`config.mk`:
```
export PLATFORM = sky130hd
export DESIGN_NAME = cdw_cordic_cell
export DESIGN_NICKNAME = d
export VERILOG_FILES = /design/src/sv/cdw_pkg.sv /design/src/sv/cdw_cordic_cell.sv
export SDC_FILE = /design/constraint.sdc
export NUM_CORES = 1
export LEC_CHECK = 0
export ABC_AREA = 1
export BUFFER_PORTS_ARGS = -buffer_cell sky130_fd_sc_hd__buf_2
export CAP_MARGIN = 20
export CORE_MARGIN = 4
export CORE_UTILIZATION = 44
export DETAILED_ROUTE_END_ITERATION = 8
export PLACE_DENSITY = 0.66
export SYNTH_ARGS = -nofsm -noshare
export SYNTH_HDL_FRONTEND = slang
export SYNTH_SLANG_ARGS = --single-unit
```
`constraint.sdc`:
```
create_clock -name i_clk -period 4.8 [get_ports i_clk]
set_clock_uncertainty 0.2 [all_clocks]
set_input_delay 0.96 -clock i_clk [delete_from_list [all_inputs] [get_ports i_clk]]
set_output_delay 0.96 -clock i_clk [all_outputs]
set_load 0.1 [all_outputs]
```
`src/sv/cdw_pkg.sv`:
```
// Shared constants, types and the arctangent table of the concentric disk warp.
package cdw_pkg;

    // Fixed-point setup
    localparam int FRAC_BITS     = 16;
    localparam int CORDIC_STAGES = 16;
    localparam int EXT_W         = 16;
    localparam int RAD_W         = 16;
    localparam int OUT_W         = 17;
    localparam int CFG_IDX_W     = 2;
    localparam int ATAN_ENTRIES  = 24;
    localparam int STG_W         = 5;

    // Derived widths
    localparam int MAG_W       = FRAC_BITS + 1;
    localparam int N_W         = FRAC_BITS + 2;
    localparam int DEN_W       = (EXT_W > MAG_W) ? EXT_W : MAG_W;
    localparam int Q_W         = FRAC_BITS + 1;
    localparam int NORM_STEPS  = FRAC_BITS + 1;
    localparam int RATIO_STEPS = FRAC_BITS;
    localparam int ANG_W       = 32;
    localparam int CW          = 33;
    localparam int R_W         = 18;
    localparam int TH_W        = 30;
    localparam int PT_W        = TH_W + MAG_W;
    localparam int PR_W        = N_W + RAD_W + 1;
    localparam int PO_W        = R_W + CW;
    localparam int IN_TDATA_W  = 32;
    localparam int OUT_TDATA_W = 40;

    // Constants: the first two in Q30
    localparam logic [TH_W-1:0] PI4_Q30      = TH_W'(843314857);
    localparam logic [CW-1:0]   GAIN_INV_Q30 = CW'(652032874);
    localparam int              OUT_MAX      = 65535;

    // Register indexes
    localparam logic [CFG_IDX_W-1:0] CFG_A_EXTENT = 2'd0;
    localparam logic [CFG_IDX_W-1:0] CFG_B_EXTENT = 2'd1;
    localparam logic [CFG_IDX_W-1:0] CFG_RADIUS   = 2'd2;

    // One restoring-division step operand set.
    typedef struct packed {
        logic [DEN_W-1:0] rem;
        logic [DEN_W-1:0] den;
        logic [Q_W-1:0]   quot;
    } t_div;

    // One CORDIC rotation operand set.
    typedef struct packed {
        logic signed [CW-1:0]    x;
        logic signed [CW-1:0]    y;
        logic signed [ANG_W-1:0] z;
    } t_cor;

    // Arctangent of 2^-idx in Q30 radians.
    function automatic logic [ANG_W-1:0] cdw_atan(input logic [STG_W-1:0] idx);
        logic [ANG_W-1:0] v;
        case (idx)
            5'd0:    v = 32'd843314857;
            5'd1:    v = 32'd497837829;
            5'd2:    v = 32'd263043837;
            5'd3:    v = 32'd133525159;
            5'd4:    v = 32'd67021687;
            5'd5:    v = 32'd33543516;
            5'd6:    v = 32'd16775851;
            5'd7:    v = 32'd8388437;
            5'd8:    v = 32'd4194283;
            5'd9:    v = 32'd2097149;
            5'd10:   v = 32'd1048576;
            5'd11:   v = 32'd524288;
            5'd12:   v = 32'd262144;
            5'd13:   v = 32'd131072;
            5'd14:   v = 32'd65536;
            5'd15:   v = 32'd32768;
            5'd16:   v = 32'd16384;
            5'd17:   v = 32'd8192;
            5'd18:   v = 32'd4096;
            5'd19:   v = 32'd2048;
            5'd20:   v = 32'd1024;
            5'd21:   v = 32'd512;
            5'd22:   v = 32'd256;
            5'd23:   v = 32'd128;
            default: v = '0;
        endcase
        return v;
    endfunction

endpackage

```
`src/sv/cdw_cordic_cell.sv`:
```
// One registered CORDIC rotation stage.
module cdw_cordic_cell (
    input  logic                       i_clk,
    input  logic                       i_en,
    input  logic [cdw_pkg::STG_W-1:0]  i_stage,
    input  cdw_pkg::t_cor              i_d,
    output cdw_pkg::t_cor              o_d
);
    import cdw_pkg::*;

    logic signed [CW-1:0]    w_dx;
    logic signed [CW-1:0]    w_dy;
    logic signed [ANG_W-1:0] w_at;
    t_cor                    n_d;
    t_cor                    r_d;

    // Rotate toward zero residual angle.
    always_comb begin
        w_dx = i_d.y >>> i_stage;
        w_dy = i_d.x >>> i_stage;
        w_at = signed'(cdw_atan(i_stage));
        if (!i_d.z[ANG_W-1]) begin
            n_d.x = i_d.x - w_dx;
            n_d.y = i_d.y + w_dy;
            n_d.z = i_d.z - w_at;
        end else begin
            n_d.x = i_d.x + w_dx;
            n_d.y = i_d.y - w_dy;
            n_d.z = i_d.z + w_at;
        end
    end

    always_ff @(posedge i_clk) begin
        if (i_en) begin
            r_d <= n_d;
        end
    end

    assign o_d = r_d;

endmodule

```
==> impl_metrics.yaml <==
run_status:
  status: "finished, final reports clean"
flow_run:
  drv_cap: 0
logic_synthesis:
  synthArstFlopShare_pct: 0
  yosysUniqueCellTypes: 44
  synth_ff_type: "edfxtp_1"
  synth-edff-count: 98
  synth_area_um2: 14380
  yosysTopAreaCellShare_pct: 20.86
  syn-num-nets: 2550
  synth.area.top_cells: "nand2_1 21%, edfxtp_1 20%, nand3_1 13%, ha_1 9.0%, xor2_1 6.6%"
  avgSynthCellArea_um2: 6.147
  syn_inst: 2339
  synth_seq_area_share_pct: 20.47
  synth_top_area_cell: "nand2_1"
  synth-seq-cells: 98
  synth_warnings: 0
global_routing:
  grt_start_max_net_pins: 66
  grt_pass1_vias: 18430
  antenna_found_initial: 1
  grt_usage_pct: 31.83
  grt-ovfl-total: 0
  grt_pass1_wl_mm: 91.90
power:
  power_mw: 7.965
  max-vdd-ir-drop_mv: 0.3424
  powerDensity_nw_per_um2: 336.6
  power_leakage_nw: 12.14
critical_path:
  slowest_stage: "ha_4"
  required_ns: 4.73
  crit_fanout: 8
  cpMostUsedCell: "nand2_1"
  setup.worst_path.start_class: "input port"
  end_kind: "register"
  crit_arrival_ns: 4.63
  crit_type: "input port to register"
  critical_path_buf_inv_count: 4
  critPathMaxStageDelay_ns: 0.26
  cpLargestDelayFamily: "simple AND/OR/NAND/NOR gates"
timing:
  slew_headroom_pct: 40.40
  worstMarginPinSlew_ns: 0.8940
  hold_viol: 0
  fmax_mhz: 213.0
  rsz0062_at_grt: "yes"
  setup_violations: 0
  layout_min_cycle_time_ns: 4.694
  holdWs_ns: 0.6859
  setup_ws_ns: 0.1062
  maxSlewViolCount: 0
  fin_crit_sh_pct: 97.79
placement:
  pre_cts_slack_ns: -0.7957
  dpl-instance-area_um2: 20710
  portBuffers: 202
  dpl.hpwl_mm: 48.97
  place.gp.congestion: 1.014
floorplan:
  die-area_um2: 35640
  fp.dieH_um: 188.8
  num_rows: 65
  io-pin-count: 203
  start_util_pct: 45.10
  coreArea_um2: 31880
  fp.dieW_um: 188.8
cts:
  cts_buffer_depth: 2
  cts_root_buffer: "clkbuf_16"
  cts.htree.levels: 3
  cts_hold_buf: 0
  cts_sinks: 98
  numCtsBuffers: 9
  cts_tree: "yes"
  clk_pin_slew_ns: 0.08
min_path:
  hold_class: "input port to register"
cells_and_area:
  area_delta_synth_final_pct: 64.56
  final_util_pct: 74.22
  multiInputGateArea_um2: 12290
  mostFrequentLayoutCells: "708 x nand2_1, 683 x buf_4, 252 x nand3_1, 198 x buf_2, 197 x inv_1"
  drive_above_1_share_pct: 42.24
  nNetsFinal: 3400
  largest_reg_flops: 98
  finalInstanceArea_um2: 23660
  seq_area_um2: 2943
  fillerInstances: 2673
  mostFrequentLayoutCell: "nand2_1"
drt:
  drtIter0Drc: 1402
  viasPerCell: 5.318
  drtPass1Iterations: 6
  drc: 0
  ant_nets: 0
  wl_per_cell_um: 17.22
  vias: 19300
  wirelength_mm: 62.49
[where the power goes]
part           internal, mW  switching (mW)  leakage (nW)  total, mW
combinational          2.01            3.80          11.0       5.81
clock                 0.455           0.363         0.147      0.818
sequential             1.28          0.0564         0.959       1.34
total                  3.74            4.22          12.1       7.96
[per-stage QoR]
stage / TNS [ns] / std cells
4_1_cts: -0.05507 / 3596
3_5_place_dp: -29.96 / 3573
5_1_grt: -0.9686 / 3630
6_report: 0 / 3630
3_3_place_gp: -26.39 / 3573
2_1_floorplan: 0 / 2339
[synthesized netlist by cell type (all sizes together), types with 2 or more instances]
| cell | instances |
|---|---|
| nor3 | 25 |
| nand4 | 12 |
| xor2 | 109 |
| buf | 58 |
| xnor2 | 47 |
| o21bai | 5 |
| nand3b | 7 |
| o211ai | 13 |
| o2111ai | 2 |
| o21a | 13 |
| clkbuf | 20 |
| edfxtp | 98 |
| a21o | 7 |
| nand2 | 803 |
| a22oi | 2 |
| inv | 216 |
| ha | 103 |
| a21oi | 125 |
| fa | 3 |
| nand3 | 368 |
| o21ai | 89 |
| nor2 | 181 |
| a21boi | 4 |
| nor4 | 11 |
| a31oi | 10 |
| a211oi | 2 |
[routing by layer]
| metal | up-vias | global-route usage (%) | routed length [µm] |
|---|---|---|---|
| li1 | 9475 | - | - |
| met1 | 8927 | 41.02 | 26010 |
| met2 | 726 | 54.83 | 29990 |
| met3 | 175 | 2.834 | 3560 |
| met4 | 0 | 13.26 | 2933 |
| met5 | - | 0 | 0 |
[path summary, 6_finish.rpt]
| path | startpoint | endpoint | slack (ns) | cells past startpoint |
|---|---|---|---|---|
| worst max-delay path | i_stage[1] | o_d[29] | 0.11 | 26 |
| worst min-delay path | i_d[0] | o_d[0] | 0.69 | 2 |
[logic make-up (layout without fill, tap and decap cells)]
| logic type | count (synthesis) | after routing | synth area share (%) |
|---|---|---|---|
| other | 0 | 1 | 0 |
| DFF | 98 | 98 | 20.47 |
| and+or+nand+nor | 1407 | 1407 | 41.01 |
| adders and majority gates | 106 | 106 | 9.380 |
| AOI/OAI and AO/OA | 278 | 278 | 11.06 |
| buffers and inverters | 294 | 1149 | 8.580 |
| xor gates and xnor gates | 156 | 156 | 9.502 |
[final cells by class]
cell class | count | area share [%]
Clock buffer | 9 | 0.9518
Clock inverter | 7 | 0.3860
Timing Repair Buffer | 917 | 28.41
Tap cell | 435 | 2.300
Inverter | 216 | 3.553
Antenna cell | 1 | 0.01058
Multi-Input combinational cell | 1947 | 51.95
Sequential cell | 98 | 12.44
[what timing repair did]
item | 4_1_cts | 5_1_grt
cloned | 0 | 6
buffers inserted | 7 | 29
pin swaps | 30 | 128
endpoints found under the setup margin | 46 | 57
gates resized for setup | 95 | 435
Power figures use the tool's default switching activity.
