<file path="src/sv/cdw_pkg.sv">
// Shared constants, types and the arctangent table of the concentric disk warp.
package cdw_pkg;

    // Fixed-point setup
    localparam int FRAC_BITS     = 16;
    localparam int CORDIC_STAGES = 16;
    localparam int EXT_W         = 16;
    localparam int RAD_W         = 16;
    localparam int OUT_W         = 17;
    localparam int CFG_IDX_W     = 2;
    localparam int ATAN_ENTRIES  = 24;
    localparam int STG_W         = 5;

    // Derived widths
    localparam int MAG_W       = FRAC_BITS + 1;
    localparam int N_W         = FRAC_BITS + 2;
    localparam int DEN_W       = (EXT_W > MAG_W) ? EXT_W : MAG_W;
    localparam int Q_W         = FRAC_BITS + 1;
    localparam int NORM_STEPS  = FRAC_BITS + 1;
    localparam int RATIO_STEPS = FRAC_BITS;
    localparam int ANG_W       = 32;
    localparam int CW          = 33;
    localparam int R_W         = 18;
    localparam int TH_W        = 30;
    localparam int PT_W        = TH_W + MAG_W;
    localparam int PR_W        = N_W + RAD_W + 1;
    localparam int PO_W        = R_W + CW;
    localparam int IN_TDATA_W  = 32;
    localparam int OUT_TDATA_W = 40;

    // Constants: the first two in Q30
    localparam logic [TH_W-1:0] PI4_Q30      = TH_W'(843314857);
    localparam logic [CW-1:0]   GAIN_INV_Q30 = CW'(652032874);
    localparam int              OUT_MAX      = 65535;

    // Register indexes
    localparam logic [CFG_IDX_W-1:0] CFG_A_EXTENT = 2'd0;
    localparam logic [CFG_IDX_W-1:0] CFG_B_EXTENT = 2'd1;
    localparam logic [CFG_IDX_W-1:0] CFG_RADIUS   = 2'd2;

    // One restoring-division step operand set.
    typedef struct packed {
        logic [DEN_W-1:0] rem;
        logic [DEN_W-1:0] den;
        logic [Q_W-1:0]   quot;
    } t_div;

    // One CORDIC rotation operand set.
    typedef struct packed {
        logic signed [CW-1:0]    x;
        logic signed [CW-1:0]    y;
        logic signed [ANG_W-1:0] z;
    } t_cor;

    // Arctangent of 2^-idx in Q30 radians.
    function automatic logic [ANG_W-1:0] cdw_atan(input logic [STG_W-1:0] idx);
        logic [ANG_W-1:0] v;
        case (idx)
            5'd0:    v = 32'd843314857;
            5'd1:    v = 32'd497837829;
            5'd2:    v = 32'd263043837;
            5'd3:    v = 32'd133525159;
            5'd4:    v = 32'd67021687;
            5'd5:    v = 32'd33543516;
            5'd6:    v = 32'd16775851;
            5'd7:    v = 32'd8388437;
            5'd8:    v = 32'd4194283;
            5'd9:    v = 32'd2097149;
            5'd10:   v = 32'd1048576;
            5'd11:   v = 32'd524288;
            5'd12:   v = 32'd262144;
            5'd13:   v = 32'd131072;
            5'd14:   v = 32'd65536;
            5'd15:   v = 32'd32768;
            5'd16:   v = 32'd16384;
            5'd17:   v = 32'd8192;
            5'd18:   v = 32'd4096;
            5'd19:   v = 32'd2048;
            5'd20:   v = 32'd1024;
            5'd21:   v = 32'd512;
            5'd22:   v = 32'd256;
            5'd23:   v = 32'd128;
            default: v = '0;
        endcase
        return v;
    endfunction

endpackage

</file>
<file path="src/sv/cdw_div_cell.sv">
// One registered restoring-division step: produces one quotient bit.
module cdw_div_cell (
    input  logic           i_clk,
    input  logic           i_en,
    input  cdw_pkg::t_div  i_d,
    output cdw_pkg::t_div  o_d
);
    import cdw_pkg::*;

    logic [DEN_W:0] w_rem2;
    logic           w_ge;
    t_div           n_d;
    t_div           r_d;

    // Shift the remainder and subtract the divisor where it fits.
    always_comb begin
        w_rem2    = {i_d.rem, 1'b0};
        w_ge      = (w_rem2 >= {1'b0, i_d.den});
        n_d.den   = i_d.den;
        n_d.quot  = {i_d.quot[Q_W-2:0], w_ge};
        n_d.rem   = w_ge ? DEN_W'(w_rem2 - {1'b0, i_d.den}) : w_rem2[DEN_W-1:0];
    end

    always_ff @(posedge i_clk) begin
        if (i_en) begin
            r_d <= n_d;
        end
    end

    assign o_d = r_d;

endmodule

</file>
<file path="config.mk">
export PLATFORM = sky130hd
export DESIGN_NAME = cdw_div_cell
export DESIGN_NICKNAME = d
export VERILOG_FILES = /design/src/sv/cdw_pkg.sv /design/src/sv/cdw_div_cell.sv
export SDC_FILE = /design/constraint.sdc
export NUM_CORES = 1
export LEC_CHECK = 0
export ABC_CLOCK_PERIOD_IN_PS = 3800
export BUFFER_PORTS_ARGS = -buffer_cell sky130_fd_sc_hd__buf_2
export CELL_PAD_IN_SITES_DETAIL_PLACEMENT = 1
export CELL_PAD_IN_SITES_GLOBAL_PLACEMENT = 2
export CORE_MARGIN = 3
export CORE_UTILIZATION = 31
export DETAILED_ROUTE_END_ITERATION = 16
export GPL_ROUTABILITY_DRIVEN = 1
export PLACE_DENSITY = 0.79
export SYNTH_ARGS = -nofsm -noshare
export SYNTH_HDL_FRONTEND = slang
export SYNTH_SLANG_ARGS = --single-unit
</file>
<file path="constraint.sdc">
create_clock -name i_clk -period 3.8 [get_ports i_clk]
set_input_delay 0.57 -clock i_clk [delete_from_list [all_inputs] [get_ports i_clk]]
set_output_delay 0.57 -clock i_clk [all_outputs]
set_load 0.02 [all_outputs]
</file>
==> results.json, run 1 <==
{
  "outcome": "finished clean",
  "yosysSeqAreaShare": 0.5744,
  "numClockSinks": 51,
  "synthArstFlopShare": 0,
  "ys_seq_elements": 51,
  "max_clock_freq_ghz": 0.3560,
  "routedWlPerCell_um": 15.10,
  "grt-ovfl-total": 0,
  "numPortBuffers": 102,
  "irDropWorstVdd_mv": 0.1655,
  "critPathArrivalTime_ns": 2.86,
  "post-route-cell-area_sq_mm": 0.003418,
  "drive_gt1_frac": 0.4239,
  "path_class": "in -> reg",
  "cts_resized": 0,
  "crit_start": "i_d[17]",
  "period_share": 0.7393,
  "final_hold_viol_count": 0,
  "cp_max_fo": 8,
  "slew_violations": 0,
  "final_antenna_net_count": 0,
  "slowest_delay_ns": 0.46,
  "crit_chain": "buf_2 -> fa_1 -> and2b_1 -> o2111ai_2 -> a32oi_2 -> a221oi_4 -> o21ai_4 -> buf_4 -> mux2_2",
  "postSynthCellCount": 199,
  "synth_top_area_cell": "edfxtp_1",
  "yosysWarnings": 0,
  "grt_max_degree": 52,
  "cts_setup_buffers": 0,
  "rows": 33,
  "die_w_um": 98.74,
  "routed_wl_um": 6250,
  "io-pin-count": 104,
  "post-dp-hpwl_um": 4870,
  "cts_buffers": 5,
  "die_area_sq_mm": 0.009750,
  "setup_viol": 0,
  "start_kind": "input port",
  "core_area_sq_mm": 0.008299,
  "crit_end": "o_d[36]",
  "synthToLayoutAreaGrowth_pct": 28.20,
  "synth_ff_type": "edfxtp_1",
  "clockBufferDepth": 2,
  "holdPathStages": 1,
  "ys_types": 43,
  "drt_iter0_drc": 47,
  "crit_family": "compound AO/OA/AOI/OAI gates",
  "power.leakage_nw": 1.545,
  "cp_slowest_cell": "fa_1",
  "largest_reg_flops": 51,
  "fin_setup_tns_ns": 0,
  "synth_top_area_share": 0.5744,
  "worst-endpoint-required_ns": 3.85,
  "die_y_um": 98.74,
  "grt_pass1_wl_um": 10140,
  "slew_headroom": 0.2239,
  "cts_tree": "done",
  "synth_area_leaders": "edfxtp_1 57%, ha_1 8.0%, inv_1 3.1%, mux2_2 3.0%, mux2_4 2.8%",
  "gp_congestion": 0.7497,
  "end_kind": "flip-flop",
  "grt_pass1_vias": 2059,
  "min_period_ns": 2.809,
  "rsz0062_at_grt": "false",
  "placed_area_sq_mm": 0.003312,
  "via_per_inst": 4.698,
  "drc": 0,
  "drv_cap": 0,
  "min_path_type": "in -> reg",
  "grt_antenna_before_repair": 0,
  "path_buf_inv": 2,
  "synth_nets": 270,
  "clkTransAtPathRegs_ns": 0.09,
  "nets": 380,
  "cts_hold_buf": 0,
  "syn_area_sq_mm": 0.002666,
  "worst_pin_slew_ns": 1.164,
  "start_util": 0.3213,
  "antennaDiodeCount": 0,
  "avgSynthCellArea_sq_um": 13.40,
  "power_density_mw_per_mm2": 427.6,
  "grt_util_all_layers": 0.1297,
  "synth_edf_count": 51,
  "dr.pass1.iters": 4,
  "via_count": 1945,
  "cp.depth": 9,
  "cts-root-buf": "clkbuf_8",
  "cts.htree.levels": 2
}
-- logic make-up after synthesis --
family / share of synthesized area
XOR/XNOR: 0.03613
flip-flops: 0.5744
multiplexers: 0.06523
AO/OA/AOI/OAI: 0.1399
AND/OR/NAND/NOR: 0.06195
buffers and inverters: 0.03519
adder cells (fa/ha/maj): 0.08728
-- cells in the mapped netlist, drive strengths merged (7+ instances only) --
master and number:
o21ai 7, nor2 9, ha 17, nand2 10, inv 22, mux2 12, a21oi 12, xor2 7
a21o 8, edfxtp 51
-- through the flow --
step                      hold slack, ns  power, mW  std cells  setup slack, ns  utilization
after floorplan                   0.6689     0.9687        199           0.9737            -
after global placement            0.7465      1.096        407           0.6731       0.3991
after detailed placement          0.7488      1.104        407           0.6365       0.3991
after CTS                         0.4292      1.492        414           0.9606       0.4119
after global routing              0.4233      1.545        414           0.8801       0.4119
final                             0.4398      1.462        414           0.9907       0.4119
-- placed cells by master, fill, tap and decap left out, types with 2 or more instances in the layout --
master	netlist	layout
nor2_1	9	9
buf_4	0	2
a21o_1	7	7
a211o_1	2	2
edfxtp_1	51	51
buf_2	0	102
nand2b_1	4	4
ha_1	17	17
nor3_1	2	2
mux2_2	7	7
inv_1	22	22
xnor2_1	4	4
mux2_4	5	5
a21oi_1	11	11
nand3_1	2	2
mux2i_1	2	2
o211ai_1	3	3
o21a_1	4	4
o21ai_0	6	6
nand2_1	10	10
xor2_1	7	7
clkbuf_8	0	5
-- worst min-delay path by stage --
stage | start | to
finish | i_d[10] | o_d[11]
global route | i_d[6] | o_d[7]
CTS | i_d[6] | o_d[7]
detailed placement | i_d[10] | o_d[11]
global placement | i_d[10] | o_d[11]
floorplan | i_d[9] | o_d[10]
-- cell type report --
class,count,area (sq um)
clock inverter,2,37.54
clock buffer,5,68.82
fill,937,4881
sequential,51,1531
inverter,22,82.58
timing repair buffer,104,525.5
tap,105,131.4
multi-input combinational,125,1041
-- where the power goes --
part | switching [mW] | total [mW] | internal, mW
Clock | 0.184 | 0.376 | 0.193
Sequential | 0.0131 | 0.704 | 0.691
Combinational | 0.224 | 0.382 | 0.157
-- layer usage --
layer	wire, um	GRT usage
met1	3023	0.1812
met2	2774	0.2035
met3	393	0.03114
met4	59	0.03151
met5	0	0
(Power assumes the default switching activity.)
==> inputs of run 2 (changes only) <==
--- a/config.mk
+++ b/config.mk
@@ -5,15 +5,16 @@
 export SDC_FILE = /design/constraint.sdc
 export NUM_CORES = 1
 export LEC_CHECK = 0
-export ABC_CLOCK_PERIOD_IN_PS = 3800
+export ABC_AREA = 1
+export ABC_CLOCK_PERIOD_IN_PS = 2750
 export BUFFER_PORTS_ARGS = -buffer_cell sky130_fd_sc_hd__buf_2
 export CELL_PAD_IN_SITES_DETAIL_PLACEMENT = 1
 export CELL_PAD_IN_SITES_GLOBAL_PLACEMENT = 2
 export CORE_MARGIN = 3
-export CORE_UTILIZATION = 31
+export CORE_UTILIZATION = 29
 export DETAILED_ROUTE_END_ITERATION = 16
 export GPL_ROUTABILITY_DRIVEN = 1
-export PLACE_DENSITY = 0.79
+export PLACE_DENSITY = 0.8
 export SYNTH_ARGS = -nofsm -noshare
 export SYNTH_HDL_FRONTEND = slang
 export SYNTH_SLANG_ARGS = --single-unit
==> constraint.sdc (replaced) <==
create_clock -name i_clk -period 2.75 [get_ports i_clk]
set_input_delay 0.4125 -clock i_clk [delete_from_list [all_inputs] [get_ports i_clk]]
set_output_delay 0.4125 -clock i_clk [all_outputs]
set_load 0.02 [all_outputs]
==> run 2 against run 1 <==
Net effect: power increased by 35%; combinational power increased by 43%; largest cell class unchanged; routed wire length increased by 21%; die area increased by 17%; sequential power increased by 38%; synthesized cell count increased by 67%; largest power group unchanged; sequential share of layout area decreased by 3.5 points; count of clock-buffer cells in the layout unchanged.
==> results.json, run 2 <==
{
  "ys_types": 25,
  "postSynthCellCount": 333,
  "cts_tree": "done",
  "synthXorXnorAreaFrac": 0.02079,
  "synth_top_area_cell": "edfxtp_1",
  "power.leakage_nw": 1.928,
  "synth_area_leaders": "edfxtp_1 52%, nand2_1 15%, inv_1 8.1%, ha_1 7.2%, nand2_2 3.0%",
  "crit_chain": "buf_2 -> inv_1 -> ha_1 -> nand2_2 -> inv_1 -> nand2_1 -> nand2_1 -> inv_1 -> nand3_2 -> nand2_2 -> nand2_4 -> inv_4 -> nand2_2 -> nand2_1",
  "irDropWorstVdd_mv": 0.1700,
  "yosysWarnings": 0,
  "slew_violations": 0,
  "nets": 513,
  "placed_area_sq_mm": 0.003618,
  "nFillCells": 1219,
  "grt_max_degree": 34,
  "min_period_ns": 1.964,
  "syn_area_sq_mm": 0.002949,
  "outcome": "finished clean",
  "setup_viol": 0,
  "min_path_type": "in -> reg",
  "numClockSinks": 51,
  "grt_pass1_wl_um": 12280,
  "post-route-cell-area_sq_mm": 0.003707,
  "grt_pass1_vias": 2615,
  "cts.htree.levels": 2,
  "yosys-top-cells-count": "118 x nand2_1, 64 x inv_1, 51 x edfxtp_1",
  "worst-endpoint-required_ns": 2.83,
  "period_share": 0.7141,
  "p_int_mw": 1.315,
  "grt_util_all_layers": 0.1344,
  "clkTransAtPathRegs_ns": 0.10,
  "drc": 0,
  "drt_iter0_drc": 76,
  "rows": 36,
  "seq_power_share": 0.492,
  "drv_cap": 0,
  "synthToLayoutAreaGrowth_pct": 25.71,
  "layout_common_cells": "118 x nand2_1, 102 x buf_2, 64 x inv_1",
  "grt-ovfl-total": 0,
  "p_comb_frac": 0.278,
  "post-dp-hpwl_um": 6059,
  "synth_top_area_share": 0.5193,
  "final_antenna_net_count": 0,
  "synth_nets": 404,
  "synth_compound_area_frac": 0.01697,
  "die_area_sq_mm": 0.01141,
  "dr.pass1.iters": 4,
  "clockBufferDepth": 2,
  "cts_setup_buffers": 0,
  "die_w_um": 106.8,
  "critPathArrivalTime_ns": 2.04,
  "power_frac_clock": 0.230,
  "die_y_um": 106.8,
  "final_hold_viol_count": 0,
  "fin_hold_ws_ns": 0.2716,
  "power_density_mw_per_mm2": 530.4,
  "final_common_cell": "nand2_1",
  "max_clock_freq_ghz": 0.5092,
  "gp_congestion": 0.7948,
  "largest_reg_flops": 51,
  "antennaDiodeCount": 0,
  "swShare": 0.3313,
  "ys_seq_elements": 51,
  "end_kind": "flip-flop",
  "cts_resized": 0,
  "cts-root-buf": "clkbuf_8",
  "synth_ff_type": "edfxtp_1",
  "drive_gt1_frac": 0.3093,
  "path_class": "in -> reg",
  "rsz0062_at_grt": "false",
  "p_switching_mw": 0.6514,
  "cts_hold_buf": 0,
  "yosysSeqAreaShare": 0.5193,
  "io-pin-count": 104,
  "fin_setup_tns_ns": 0,
  "cp_slowest_cell": "ha_1",
  "cts_buffers": 5,
  "numPortBuffers": 102,
  "worst_pin_slew_ns": 0.7210,
  "slowest_delay_ns": 0.36,
  "synthSimpleGateAreaFrac": 0.2728,
  "yosysMostFrequentCell": "nand2_1",
  "muxShareOfSynthArea": 0,
  "routedWlPerCell_um": 13.12,
  "via_count": 2510,
  "via_per_inst": 4.358,
  "slew_headroom": 0.5194,
  "synthArstFlopShare": 0,
  "total_power_mw": 1.966,
  "grt_antenna_before_repair": 0,
  "start_kind": "input port",
  "routed_wl_um": 7557,
  "avgSynthCellArea_sq_um": 8.856,
  "cp_max_fo": 19,
  "final_util": 0.3775,
  "synth_top_family_by_area": "simple AND/OR/NAND/NOR gates",
  "core_area_sq_mm": 0.009819,
  "synth_fa_ha_area_frac": 0.07891,
  "start_util": 0.3003,
  "synth_edf_count": 51
}
[run 2: changes by cell type in the layout (fill, tap and decap cells not counted), sizes merged, moves of 6 or more]
cell	previous run	this run
a21o	8	0
nand3	2	18
nand2	10	133
inv	22	65
o21ai	7	1
nor2	9	17
mux2	12	0
[run 2: worst max-delay path, delay by kind of cell]
family / cells / cell delay, ns
buffers and inverters: 5 / 0.45
adder cells (fa/ha/maj): 1 / 0.36
AND/OR/NAND/NOR: 8 / 0.82
[run 2: through the flow]
step | cells | setup slack [ns]
3_3_place_gp | 568 | 0.4678
2_1_floorplan | 333 | 0.8742
6_report | 576 | 0.7861
5_1_grt | 576 | 0.5944
4_1_cts | 576 | 0.7619
3_5_place_dp | 568 | 0.4236
[run 2: power groups by stage]
| stage | Clock, mW | Combinational [mW] | Sequential (mW) |
|---|---|---|---|
| detailed placement | 0 | 0.555 | 0.987 |
| floorplan | 0 | 0.249 | 1.09 |
| CTS | 0.471 | 0.557 | 0.969 |
| global placement | 0 | 0.543 | 0.983 |
| global route | 0.502 | 0.615 | 0.976 |
| finish | 0.452 | 0.546 | 0.968 |
[run 2: cell type report]
type | instances | area (sq um) | area share
clock buffer | 5 | 68.82 | 0.01856
clock inverter | 3 | 20.02 | 0.005400
inverter | 65 | 246.5 | 0.06649
multi-input combinational | 215 | 1149 | 0.3098
sequential | 51 | 1531 | 0.4131
tap | 133 | 166.4 | 0.04489
timing repair buffer | 104 | 525.5 | 0.1417
[run 2: final timing paths]
kind | start | endpoint | slack [ns] | depth (start not counted)
setup / recovery | i_d[26] | o_d[41] | 0.79 | 14
hold / removal | i_d[4] | o_d[5] | 0.27 | 1
[run 2: kinds of logic after synthesis]
kind of cell / count (synthesis)
DFF: 51
AOI/OAI and AO/OA: 10
xor gates and xnor gates: 7
adders and majority gates: 18
and+or+nand+nor: 180
buffers and inverters: 67
[run 2: routing by layer]
layer,routed length (um),track usage,vias to the layer above
li1,-,-,1258
met4,91,0.03744,0
met3,446,0.03131,5
met1,3324,0.1645,1176
met5,0,0,-
met2,3695,0.2365,71
==> inputs of run 3 (changes only) <==
--- a/config.mk
+++ b/config.mk
@@ -6,15 +6,15 @@
 export NUM_CORES = 1
 export LEC_CHECK = 0
 export ABC_AREA = 1
-export ABC_CLOCK_PERIOD_IN_PS = 2750
+export ABC_CLOCK_PERIOD_IN_PS = 1700
 export BUFFER_PORTS_ARGS = -buffer_cell sky130_fd_sc_hd__buf_2
 export CELL_PAD_IN_SITES_DETAIL_PLACEMENT = 1
 export CELL_PAD_IN_SITES_GLOBAL_PLACEMENT = 2
 export CORE_MARGIN = 3
-export CORE_UTILIZATION = 29
+export CORE_UTILIZATION = 26
 export DETAILED_ROUTE_END_ITERATION = 16
 export GPL_ROUTABILITY_DRIVEN = 1
-export PLACE_DENSITY = 0.8
+export PLACE_DENSITY = 0.75
 export SYNTH_ARGS = -nofsm -noshare
 export SYNTH_HDL_FRONTEND = slang
 export SYNTH_SLANG_ARGS = --single-unit
==> constraint.sdc (replaced) <==
create_clock -name i_clk -period 1.7 [get_ports i_clk]
set_input_delay 0.255 -clock i_clk [delete_from_list [all_inputs] [get_ports i_clk]]
set_output_delay 0.255 -clock i_clk [all_outputs]
set_load 0.02 [all_outputs]
==> run 3 against run 2 <==
Net effect: count of clock-buffer cells in the layout stayed put; sequential power is 62% higher; non-clock buffer count is 47 higher; utilization is 2.3 points higher; worst hold slack worse by 0.14 ns; combinational power is 110% higher; final area is 19% higher; power is 89% higher; largest power group unchanged; highest routed layer unchanged.
==> results.json, run 3 (synthesis gave the netlist of run 2 again) <==
{
  "swShare": 0.3090,
  "antennaDiodeCount": 0,
  "cp_max_fo": 6,
  "slowest_delay_ns": 0.29,
  "final_hold_viol_count": 0,
  "die_w_um": 112.5,
  "dr.pass1.iters": 4,
  "path_class": "in -> reg",
  "cp_slowest_cell": "ha_4",
  "dpl_worst_slack_ns": -0.3480,
  "period_share": 0.9379,
  "outcome": "finished clean",
  "final_common_cell": "nand2_1",
  "layout_common_cells": "113 x nand2_1, 102 x buf_2, 62 x inv_1",
  "gp_congestion": 0.7700,
  "hp-start": "i_d[7]",
  "seq_power_share": 0.423,
  "drive_gt1_frac": 0.4245,
  "largest_reg_flops": 51,
  "setup_viol": 0,
  "holdPathStages": 1,
  "power_frac_clock": 0.274,
  "p_comb_frac": 0.303,
  "power.leakage_nw": 2.208,
  "grt_pass1_wl_um": 13470,
  "min_period_ns": 1.594,
  "end_kind": "flip-flop",
  "met2_usage": 0.2249,
  "regArea_sq_mm": 0.001531,
  "crit_family": "simple AND/OR/NAND/NOR gates",
  "cts_tree": "done",
  "rows": 38,
  "grt_max_degree": 52,
  "slew_headroom": 0.8018,
  "nets": 560,
  "die_area_sq_mm": 0.01266,
  "io-pin-count": 104,
  "die_y_um": 112.5,
  "numPortBuffers": 102,
  "setup_ws_ns": 0.1055,
  "use_met1": 0.1706,
  "numClockSinks": 51,
  "clockBufferDepth": 2,
  "routed_wl_um": 8273,
  "path_buf_inv": 4,
  "power_density_mw_per_mm2": 842.4,
  "grt-ovfl-total": 0,
  "worst_pin_slew_ns": 0.2973,
  "min_path_type": "in -> reg",
  "busiest_layer": "met2",
  "grt_use_met3": 0.03019,
  "synthToLayoutAreaGrowth_pct": 49.22,
  "grt_pass1_vias": 2839,
  "cts-root-buf": "clkbuf_16",
  "cts_buffers": 5,
  "start_kind": "input port",
  "drv_cap": 0,
  "nFillCells": 1338,
  "via_per_inst": 4.211,
  "start_util": 0.2685,
  "worst-endpoint-required_ns": 1.75,
  "grt_antenna_before_repair": 0,
  "routedWlPerCell_um": 13.13,
  "placed_area_sq_mm": 0.004135,
  "p_int_mw": 2.561,
  "grt_util_all_layers": 0.1334,
  "cts.htree.levels": 2,
  "hold-path-endpoint": "o_d[8]",
  "via_count": 2653,
  "post-dp-hpwl_um": 6674,
  "crit_chain": "buf_2 -> inv_1 -> ha_4 -> nand2_4 -> nor2_2 -> nand3_1 -> nand3_2 -> nand2_2 -> nand2_4 -> inv_4 -> buf_12 -> nand2_1 -> nand2_1",
  "cts_hold_buf": 0,
  "drc": 0,
  "clkTransAtPathRegs_ns": 0.07,
  "p_switching_mw": 1.146,
  "final_antenna_net_count": 0,
  "irDropWorstVdd_mv": 0.4256,
  "critPathArrivalTime_ns": 1.65,
  "drt_iter0_drc": 91,
  "multiInputGateArea_sq_mm": 0.001370,
  "slew_violations": 0,
  "core_area_sq_mm": 0.01098,
  "post-route-cell-area_sq_mm": 0.004400,
  "max_clock_freq_ghz": 0.6272
}
## run 3: per-stage QoR
stage	util	std cells	total power, mW	hold slack (ns)	TNS [ns]
finish	0.4007	630	3.707	0.1359	0
global route	0.4007	630	3.963	0.1187	-0.001492
CTS	0.3901	629	3.746	0.1245	0
detailed placement	0.3765	621	2.688	0.4338	-5.563
global placement	0.3765	621	2.664	0.4314	-3.727
floorplan	-	333	2.205	0.3539	0
## run 3: timing repair
action,in CTS,in global routing
gates resized for setup,1,21
setup endpoints to repair,8,17
setup buffers,0,1
pin swaps,0,4
## run 3: layout make-up
cell class	instances	area share
flip-flops and latches	51	0.3480
multi-input cells	215	0.3113
repair buffers	151	0.2118
inverters	65	0.05601
well taps	140	0.03981
clock buffers	5	0.02843
clock inverters	3	0.004549
## run 3: worst max-delay path by stage
stage / from / end / slack, ns / cells after the start
floorplan: i_d[30] / o_d[34] / 0.005 / 13
global placement: i_d[17] / o_d[50] / -0.24 / 12
detailed placement: i_d[32] / o_d[35] / -0.35 / 12
CTS: i_d[32] / o_d[48] / 0.02 / 13
global route: i_d[32] / o_d[44] / -0.001 / 13
finish: i_d[26] / o_d[44] / 0.11 / 13
## run 3: power by group through the flow
stage,Sequential (mW),Combinational (mW),Clock [mW]
2_1_floorplan,1.77,0.434,0
3_3_place_gp,1.60,1.06,0
3_5_place_dp,1.60,1.09,0
4_1_cts,1.57,1.09,1.08
5_1_grt,1.58,1.26,1.12
6_report,1.57,1.12,1.01
## run 3: metal layers
layer | vias up | part of all wire
met1 | 1224 | 0.45
li1 | 1361 | -
met5 | - | 0
met4 | 0 | 0.014
met2 | 62 | 0.49
met3 | 6 | 0.048
